[src/swm_pkg.sv]
package swm_pkg;

  localparam int TABLE_DEPTH = 16;
  localparam int ID_BITS     = 16;

  localparam int IDX_W = (TABLE_DEPTH > 1) ? $clog2(TABLE_DEPTH) : 1;
  localparam int CNT_W = $clog2(TABLE_DEPTH + 1);
  localparam int SUM_W = $clog2(255 * TABLE_DEPTH + 1);

  // Fixed field widths of the stream words.
  localparam int CID_W      = 16;
  localparam int WGT_W      = 8;
  localparam int STATUS_W   = 2;
  localparam int OSUM_W     = 12;
  localparam int OCNT_W     = 5;
  localparam int IN_DATA_W  = 24;
  localparam int OUT_DATA_W = 48;

  localparam logic OP_SET    = 1'b0;
  localparam logic OP_LOOKUP = 1'b1;

  localparam logic [STATUS_W-1:0] ST_OK     = 2'd0;
  localparam logic [STATUS_W-1:0] ST_BAD_ID = 2'd1;
  localparam logic [STATUS_W-1:0] ST_FULL   = 2'd2;

  typedef struct packed {
    logic load;
    logic scan_step;
    logic edit;
    logic sum_step;
    logic out_load;
  } cmd_t;

  typedef struct packed {
    logic             scan_done;
    logic             sum_done;
    logic [CNT_W-1:0] count;
  } stat_t;

  // Output word, most significant field first.
  typedef struct packed {
    logic [3:0]          pad;
    logic [CID_W-1:0]    main_id;
    logic                has_main;
    logic [OCNT_W-1:0]   entry_count;
    logic [OSUM_W-1:0]   weight_sum;
    logic [WGT_W-1:0]    entry_weight;
    logic [STATUS_W-1:0] status;
  } result_t;

endpackage

[src/sorted_weight_map_with_totals.sv]
// An accepted word passes the scan, edit, sum and done states before its result is loaded
// into the output register; the scan stops at the slot.
// A new word is taken only after the last one's result is loaded; a finished result waits in the
// output register while the next word is already accepted.
// Reset (rst_ni low, asynchronous): controller idle, output empty, table emptied
// (count zero); table contents are not cleared.
module sorted_weight_map_with_totals (
  input  logic                             clk_i,
  input  logic                             rst_ni,
  input  logic                             s_axis_tvalid_i,
  output logic                             s_axis_tready_o,
  // [15:0] community_id, [23:16] new_weight
  input  logic [swm_pkg::IN_DATA_W-1:0]    s_axis_tdata_i,
  // [0] op
  input  logic                             s_axis_tuser_i,
  output logic                             m_axis_tvalid_o,
  input  logic                             m_axis_tready_i,
  // [1:0] status, [9:2] entry_weight, [21:10] weight_sum, [26:22] entry_count,
  // [27] has_main, [43:28] main_id, [47:44] zero
  output logic [swm_pkg::OUT_DATA_W-1:0]   m_axis_tdata_o
);

  swm_pkg::cmd_t    cmd;
  swm_pkg::stat_t   st;
  swm_pkg::result_t res;

  swm_ctrl u_ctrl (
    .clk_i      (clk_i),
    .rst_ni     (rst_ni),
    .in_valid_i (s_axis_tvalid_i),
    .in_ready_o (s_axis_tready_o),
    .out_valid_o(m_axis_tvalid_o),
    .out_ready_i(m_axis_tready_i),
    .st_i       (st),
    .cmd_o      (cmd)
  );

  swm_dp u_dp (
    .clk_i         (clk_i),
    .rst_ni        (rst_ni),
    .cmd_i         (cmd),
    .op_i          (s_axis_tuser_i),
    .community_id_i(s_axis_tdata_i[15:0]),
    .new_weight_i  (s_axis_tdata_i[23:16]),
    .st_o          (st),
    .res_o         (res)
  );

  assign m_axis_tdata_o = res;

`ifndef ASSERT_OFF
  // One word at a time: after an accept the input side stays closed.
  assert property (@(posedge clk_i) disable iff (!rst_ni)
    s_axis_tvalid_i && s_axis_tready_o |=> !s_axis_tready_o)
    else $error("input accepted while a word is in progress");

  assert property (@(posedge clk_i) disable iff (!rst_ni)
    st.count <= swm_pkg::CNT_W'(swm_pkg::TABLE_DEPTH))
    else $error("entry count exceeds table depth");

  assert property (@(posedge clk_i) disable iff (!rst_ni)
    m_axis_tvalid_o && (res.status == swm_pkg::ST_FULL)
      |-> res.entry_count == swm_pkg::OCNT_W'(swm_pkg::TABLE_DEPTH))
    else $error("full status reported on a table that is not full");
`endif

endmodule

[src/swm_ctrl.sv]
module swm_ctrl (
  input  logic          clk_i,
  input  logic          rst_ni,
  input  logic          in_valid_i,
  output logic          in_ready_o,
  output logic          out_valid_o,
  input  logic          out_ready_i,
  input  swm_pkg::stat_t st_i,
  output swm_pkg::cmd_t  cmd_o
);

  localparam logic [2:0] S_IDLE = 3'd0;
  localparam logic [2:0] S_SCAN = 3'd1;
  localparam logic [2:0] S_EDIT = 3'd2;
  localparam logic [2:0] S_SUM  = 3'd3;
  localparam logic [2:0] S_DONE = 3'd4;

  logic [2:0] state_q, state_d;
  logic       out_valid_q, out_valid_d;

  always_comb begin
    state_d    = state_q;
    cmd_o      = '0;
    in_ready_o = 1'b0;
    unique case (state_q)
      S_IDLE: begin
        in_ready_o = 1'b1;
        if (in_valid_i) begin
          cmd_o.load = 1'b1;
          state_d    = S_SCAN;
        end
      end
      S_SCAN: begin
        cmd_o.scan_step = 1'b1;
        if (st_i.scan_done) begin
          state_d = S_EDIT;
        end
      end
      S_EDIT: begin
        cmd_o.edit = 1'b1;
        state_d    = S_SUM;
      end
      S_SUM: begin
        cmd_o.sum_step = 1'b1;
        if (st_i.sum_done) begin
          state_d = S_DONE;
        end
      end
      S_DONE: begin
        // The result waits here until the output register is free.
        if (!out_valid_q || out_ready_i) begin
          cmd_o.out_load = 1'b1;
          state_d        = S_IDLE;
        end
      end
      default: state_d = S_IDLE;
    endcase
  end

  always_comb begin
    out_valid_d = out_valid_q;
    if (cmd_o.out_load) begin
      out_valid_d = 1'b1;
    end else if (out_ready_i) begin
      out_valid_d = 1'b0;
    end
  end

  always_ff @(posedge clk_i or negedge rst_ni) begin
    if (!rst_ni) begin
      state_q     <= S_IDLE;
      out_valid_q <= 1'b0;
    end else begin
      state_q     <= state_d;
      out_valid_q <= out_valid_d;
    end
  end

  assign out_valid_o = out_valid_q;

endmodule

[src/swm_dp.sv]
module swm_dp (
  input  logic                          clk_i,
  input  logic                          rst_ni,
  input  swm_pkg::cmd_t                 cmd_i,
  input  logic                          op_i,
  input  logic [swm_pkg::CID_W-1:0]     community_id_i,
  input  logic [swm_pkg::WGT_W-1:0]     new_weight_i,
  output swm_pkg::stat_t                st_o,
  output swm_pkg::result_t              res_o
);

  localparam int D     = swm_pkg::TABLE_DEPTH;
  localparam int IDB   = swm_pkg::ID_BITS;
  localparam int CW    = swm_pkg::CNT_W;
  localparam int WW    = swm_pkg::WGT_W;

  logic [IDB-1:0] ids_q [D];
  logic [WW-1:0]  wts_q [D];
  logic [IDB-1:0] nxt_id [D];
  logic [WW-1:0]  nxt_w  [D];
  logic [IDB-1:0] prv_id [D];
  logic [WW-1:0]  prv_w  [D];

  logic                       op_q;
  logic [IDB-1:0]             key_q;
  logic [WW-1:0]              w_q;
  logic [CW-1:0]              cnt_q;
  logic [CW-1:0]              k_q;
  logic [CW-1:0]              slot_q;
  logic                       found_q;
  logic                       present_q;
  logic [swm_pkg::STATUS_W-1:0] status_q;
  logic [swm_pkg::SUM_W-1:0]  sum_q;
  logic [WW-1:0]              ew_q;
  logic [IDB-1:0]             main_id_q;
  logic [WW-1:0]              main_w_q;
  swm_pkg::result_t           res_q;

  logic [IDB-1:0] rd_id;
  logic [WW-1:0]  rd_w;
  logic           scan_done, sum_done;
  logic           bad_id, is_set, do_del, do_upd, do_ins, is_full;

  assign rd_id = ids_q[k_q[swm_pkg::IDX_W-1:0]];
  assign rd_w  = wts_q[k_q[swm_pkg::IDX_W-1:0]];

  assign scan_done = found_q || (k_q == cnt_q);
  assign sum_done  = (k_q == cnt_q);

  assign bad_id  = (key_q == '0);
  assign is_set  = !bad_id && (op_q == swm_pkg::OP_SET);
  assign do_del  = is_set && (w_q == '0) && present_q;
  assign do_upd  = is_set && (w_q != '0) && present_q;
  assign is_full = is_set && (w_q != '0) && !present_q && (cnt_q >= CW'(D));
  assign do_ins  = is_set && (w_q != '0) && !present_q && (cnt_q < CW'(D));

  // Each slot sees its neighbors so that an insert or a removal shifts the
  // whole tail in the single edit step.
  for (genvar g = 0; g < D; g++) begin : g_slot
    if (g < D - 1) begin : g_nxt
      assign nxt_id[g] = ids_q[g+1];
      assign nxt_w[g]  = wts_q[g+1];
    end else begin : g_nxt_last
      assign nxt_id[g] = ids_q[g];
      assign nxt_w[g]  = wts_q[g];
    end
    if (g > 0) begin : g_prv
      assign prv_id[g] = ids_q[g-1];
      assign prv_w[g]  = wts_q[g-1];
    end else begin : g_prv_first
      assign prv_id[g] = ids_q[g];
      assign prv_w[g]  = wts_q[g];
    end

    always_ff @(posedge clk_i) begin
      if (cmd_i.edit) begin
        if (do_del && (CW'(g) >= slot_q) && (CW'(g + 1) < cnt_q)) begin
          ids_q[g] <= nxt_id[g];
          wts_q[g] <= nxt_w[g];
        end else if (do_ins && (CW'(g) > slot_q) && (CW'(g) <= cnt_q)) begin
          ids_q[g] <= prv_id[g];
          wts_q[g] <= prv_w[g];
        end else if (do_ins && (CW'(g) == slot_q)) begin
          ids_q[g] <= key_q;
          wts_q[g] <= w_q;
        end else if (do_upd && (CW'(g) == slot_q)) begin
          wts_q[g] <= w_q;
        end
      end
    end
  end

  always_ff @(posedge clk_i or negedge rst_ni) begin
    if (!rst_ni) begin
      cnt_q <= '0;
    end else if (cmd_i.edit) begin
      if (do_del) begin
        cnt_q <= cnt_q - CW'(1);
      end else if (do_ins) begin
        cnt_q <= cnt_q + CW'(1);
      end
    end
  end

  always_ff @(posedge clk_i) begin
    if (cmd_i.load) begin
      op_q      <= op_i;
      key_q     <= IDB'(community_id_i);
      w_q       <= new_weight_i;
      k_q       <= '0;
      found_q   <= 1'b0;
      present_q <= 1'b0;
      slot_q    <= cnt_q;
    end else if (cmd_i.scan_step && !scan_done) begin
      // First slot whose id is not below the key.
      if (rd_id >= key_q) begin
        found_q   <= 1'b1;
        slot_q    <= k_q;
        present_q <= (rd_id == key_q);
      end
      k_q <= k_q + CW'(1);
    end else if (cmd_i.edit) begin
      k_q       <= '0;
      sum_q     <= '0;
      ew_q      <= '0;
      main_id_q <= '0;
      main_w_q  <= '0;
      if (bad_id) begin
        status_q <= swm_pkg::ST_BAD_ID;
      end else if (is_full) begin
        status_q <= swm_pkg::ST_FULL;
      end else begin
        status_q <= swm_pkg::ST_OK;
      end
    end else if (cmd_i.sum_step && !sum_done) begin
      sum_q <= sum_q + swm_pkg::SUM_W'(rd_w);
      if (!bad_id && (rd_id == key_q)) begin
        ew_q <= rd_w;
      end
      // Strictly greater keeps the smallest id on a tie.
      if (rd_w > main_w_q) begin
        main_w_q  <= rd_w;
        main_id_q <= rd_id;
      end
      k_q <= k_q + CW'(1);
    end
  end

  always_ff @(posedge clk_i) begin
    if (cmd_i.out_load) begin
      res_q.pad          <= '0;
      res_q.main_id      <= swm_pkg::CID_W'(main_id_q);
      res_q.has_main     <= (cnt_q != '0);
      res_q.entry_count  <= swm_pkg::OCNT_W'(cnt_q);
      res_q.weight_sum   <= swm_pkg::OSUM_W'(sum_q);
      res_q.entry_weight <= ew_q;
      res_q.status       <= status_q;
    end
  end

  assign st_o.scan_done = scan_done;
  assign st_o.sum_done  = sum_done;
  assign st_o.count     = cnt_q;
  assign res_o          = res_q;

endmodule

[config.mk]
export PLATFORM = sky130hd
export DESIGN_NAME = sorted_weight_map_with_totals
export DESIGN_NICKNAME = d
export VERILOG_FILES = /design/src/swm_pkg.sv /design/src/sorted_weight_map_with_totals.sv /design/src/swm_ctrl.sv /design/src/swm_dp.sv
export SDC_FILE = /design/constraint.sdc
export NUM_CORES = 1
export LEC_CHECK = 0
export ABC_AREA = 0
export BUFFER_PORTS_ARGS = -buffer_cell sky130_fd_sc_hd__buf_2
export CELL_PAD_IN_SITES_DETAIL_PLACEMENT = 0
export CELL_PAD_IN_SITES_GLOBAL_PLACEMENT = 1
export CORE_AREA = 2 2 296 298
export DETAILED_ROUTE_END_ITERATION = 16
export DIE_AREA = 0 0 298 300
export PLACE_DENSITY_LB_ADDON = 0.2
export SYNTH_ARGS = -nofsm -noshare
export SYNTH_HDL_FRONTEND = slang
export SYNTH_HIERARCHICAL = 1
export SYNTH_SLANG_ARGS = --single-unit
[constraint.sdc]
create_clock -name clk_i -period 4.5 [get_ports clk_i]
set_clock_uncertainty 0.05 [all_clocks]
set_input_delay 1.125 -clock clk_i [delete_from_list [all_inputs] [get_ports clk_i]]
set_output_delay 1.125 -clock clk_i [all_outputs]
set_load 0.01 [all_outputs]
==> results.ini <==
[final_layout]
layout_commonest_cell = edfxtp_1
drive_gt1_frac = 0.278
diodes = 0
finalNetCount = 2498
final_area_sq_um = 34200
final_cell_mix = 504 x edfxtp_1, 246 x mux2i_1, 214 x nand2_1
area_delta_synth_final_pct = 14.6
fill_cells = 8205

[sta]
finalHoldViolCount = 0
tns_ns = 0
tightest_slew_ns = 1.28
fin_crit_ns = 4.19
fmax_ghz = 0.238
hold_ws_ns = 0.291
setup_viol = 0
slew_viol_final = 0
rsz0062_at_grt = false
finalCritPeriodShare = 0.932
slew-limit-headroom = 0.137

[grt]
grt_first_pass_wirelength_mm = 142
antenna_found_initial = 0
track_usage = 0.212
grt_start_max_net_pins = 45
grt_pass1_vias = 20900
overflow = 0

[drt]
post_drt_wl_per_cell_um = 26.3
wl_mm = 95.7
drt_pass1_iterations = 5
via_count = 19500
routed_via_density = 5.37
drc = 0
drt_iter0_markers = 1300
ant_nets = 0

[power_and_ir_drop]
power_switching_w = 0.00553
clkPwrFrac = 0.315
combPwrFrac = 0.310
peakVddDrop_mv = 0.304
cellInternalPower_w = 0.0114
power_w = 0.0169
p_sw_frac = 0.327
p_per_area_nw_per_um2 = 494
p_seq_frac = 0.375
static-leakage-power_nw = 12.2

[critical_path]
reg2reg_depth = 11
critPathLaunchType = register
required_ns = 4.81
path_class = reg2reg
ff2ff_setup_slack_ns = 0.31
worstPathCellList = buf_12 > mux4_2 > mux4_2 > ha_1 > and4_1 > nand4_1 > or3_1 > o2111ai_1 > a21oi_1 > o21ai_0 > buf_4
crit_path_end = u_dp/slot_q[1]$_DFFE_PP_
crit_path_max_incr_delay_ns = 0.55
cp-end-kind = register
path_depth = 11
critPathBufInv = 2
path_common_cell = mux4_2
slowest_stage = or3_1
crit_family = multiplexers
crit_fanout = 30
worstPathArrival_ns = 4.50
r2r_end = u_dp/slot_q[1]$_DFFE_PP_

[clock_tree]
cts_max_level = 2
cts-resized-gates = 0
post_cts_buffers = 0
cts_num_sinks = 524
cts_tree = built
cts.clk_slew.worst_paths_ns = 0.06
cts-root-buf = clkbuf_16
clkLatencyLatePin_ns = 0.65
hold_buffers = 0
cts_made_buffers = 61
max-clock-path-buffers = 3

[floorplanning]
core_sq_um = 86200
dieArea_sq_um = 89400
ios = 79
die-height_um = 300
fp.dieW_um = 298
initial_core_util = 0.347
core.rowCount = 108

[placed_design]
placed_area_sq_um = 32100
port_buffers = 74
routabilityCongestion = 0.955
dp_hpwl_mm = 71.7

[run]
maxCapViolCount = 0

[yosys]
syn-cell-area_sq_um = 29900
ys_async_sr_fraction = 0.0172
synthesis.instances = 2325
ys_seq_elements = 524
avgSynthCellArea_sq_um = 12.8
synth_edf_count = 504
seq_area_frac_synth = 0.522
yosysWarnings = 6
synth.distinct_cells = 87
synthFlopType = edfxtp_1

[outcome]
status = finished clean

[min_path]
hold_path.class = in2async

==> kinds of logic after synthesis <==
group                    share of synthesized area
other                                     0.000126
XOR/XNOR                                   0.00498
multiplexers                                 0.250
AO/OA/AOI/OAI                               0.0845
AND/OR/NAND/NOR                             0.0881
adder cells (fa/ha/maj)                     0.0166
buffers and inverters                       0.0345
flip-flops                                   0.522
==> worst min path at each step <==
stage | startpoint | end | slack, ns | cells past startpoint
detailed placement | u_dp/main_id_q[5]$_SDFFCE_PP0P_ | u_dp/res_o[33]$_DFFE_PP_ | 0.35 | 0
global placement | u_dp/main_id_q[14]$_SDFFCE_PP0P_ | u_dp/res_o[42]$_DFFE_PP_ | 0.36 | 0
finish | rst_ni | u_ctrl/out_valid_o$_DFFE_PN0P_ | 0.29 | 1
global route | rst_ni | u_ctrl/out_valid_o$_DFFE_PN0P_ | 0.27 | 1
floorplan | u_dp/status_q[0]$_SDFFCE_PN1P_ | u_dp/res_o[0]$_DFFE_PP_ | 0.35 | 0
CTS | rst_ni | u_ctrl/out_valid_o$_DFFE_PN0P_ | 0.26 | 1
==> layer usage <==
layer	wire length (um)	GRT usage	share of wire	vias to the layer above
met5	0	0	0	-
met1	37300	0.245	0.39	9833
met3	2820	0.0221	0.029	199
li1	-	-	-	9088
met2	50500	0.390	0.53	420
met4	5110	0.105	0.053	0
==> cell type report <==
type                    instances  area (sq um)  share of cell area
multi-input cells            1592         13400               0.392
inverters                      36           135             0.00395
clock inverters                46           584              0.0171
repair buffers                215          1520              0.0443
well taps                    1155          1450              0.0422
clock buffers                  68          1550              0.0453
flip-flops and latches        524         15600               0.455
==> through the flow <==
stage / worst slack (ns) / utilization / std cells
final: 0.306 / 0.397 / 3636
after global routing: 0.105 / 0.397 / 3636
after CTS: 0.303 / 0.397 / 3636
after detailed placement: 0.318 / 0.372 / 3522
after global placement: 0.352 / 0.372 / 3522
after floorplan: 0.0346 / - / 2328
==> power groups by stage <==
stage          Sequential (W)  Clock [W]  Combinational (W)
6_report              0.00634    0.00532            0.00525
5_1_grt               0.00639    0.00566            0.00567
4_1_cts               0.00635    0.00547            0.00532
3_5_place_dp          0.00645          0            0.00530
3_3_place_gp          0.00644          0            0.00526
2_1_floorplan         0.00621          0            0.00359
==> worst reg2reg max path, delay by kind of cell, from the launching register on <==
family | cells | cell delay, ns
AO/OA/AOI/OAI | 3 | 0.51
adder cells (fa/ha/maj) | 1 | 0.31
flip-flops | 1 | 0.54
AND/OR/NAND/NOR | 3 | 1.00
buffers and inverters | 2 | 0.45
multiplexers | 2 | 1.05
==> flip-flops by register name (all words and copies together), names as in the netlist, 8 cells and up, named ones only <==
name,count
u_dp/ids_q,256
u_dp/wts_q,128
u_dp/main_id_q,16
u_dp/w_q,8
u_dp/res_o,44
u_dp/ew_q,8
u_dp/key_q,16
u_dp/sum_q,12
u_dp/main_w_q,8
==> cell usage after synthesis, types with 9 or more instances <==
library cell / count / area [sq um]
buf_1: 11 / 41.3
mux2i_1: 246 / 2460
mux4_2: 120 / 2700
nand3_1: 15 / 75.1
nor2b_1: 17 / 106
buf_6: 16 / 180
xor2_1: 9 / 78.8
dfxtp_1: 11 / 220
o21ai_1: 20 / 100
buf_4: 12 / 90.1
mux2_2: 182 / 2050
o21ai_0: 185 / 926
nor2_1: 134 / 503
ha_1: 38 / 475
a21oi_1: 93 / 465
a22o_1: 17 / 149
nand2b_1: 20 / 125
and3_1: 13 / 81.3
a21oi_2: 11 / 96.3
buf_2: 42 / 210
dfrtp_1: 9 / 225
nor3_1: 36 / 180
nand2_1: 214 / 803
edfxtp_1: 504 / 15100
clkbuf_1: 94 / 353
mux2_1: 14 / 158
inv_1: 34 / 128
and2_1: 31 / 194
nor4_1: 10 / 62.6
a21o_1: 29 / 218
or3_1: 14 / 87.6
No activity file was read; power rests on OpenSTA's default activity.
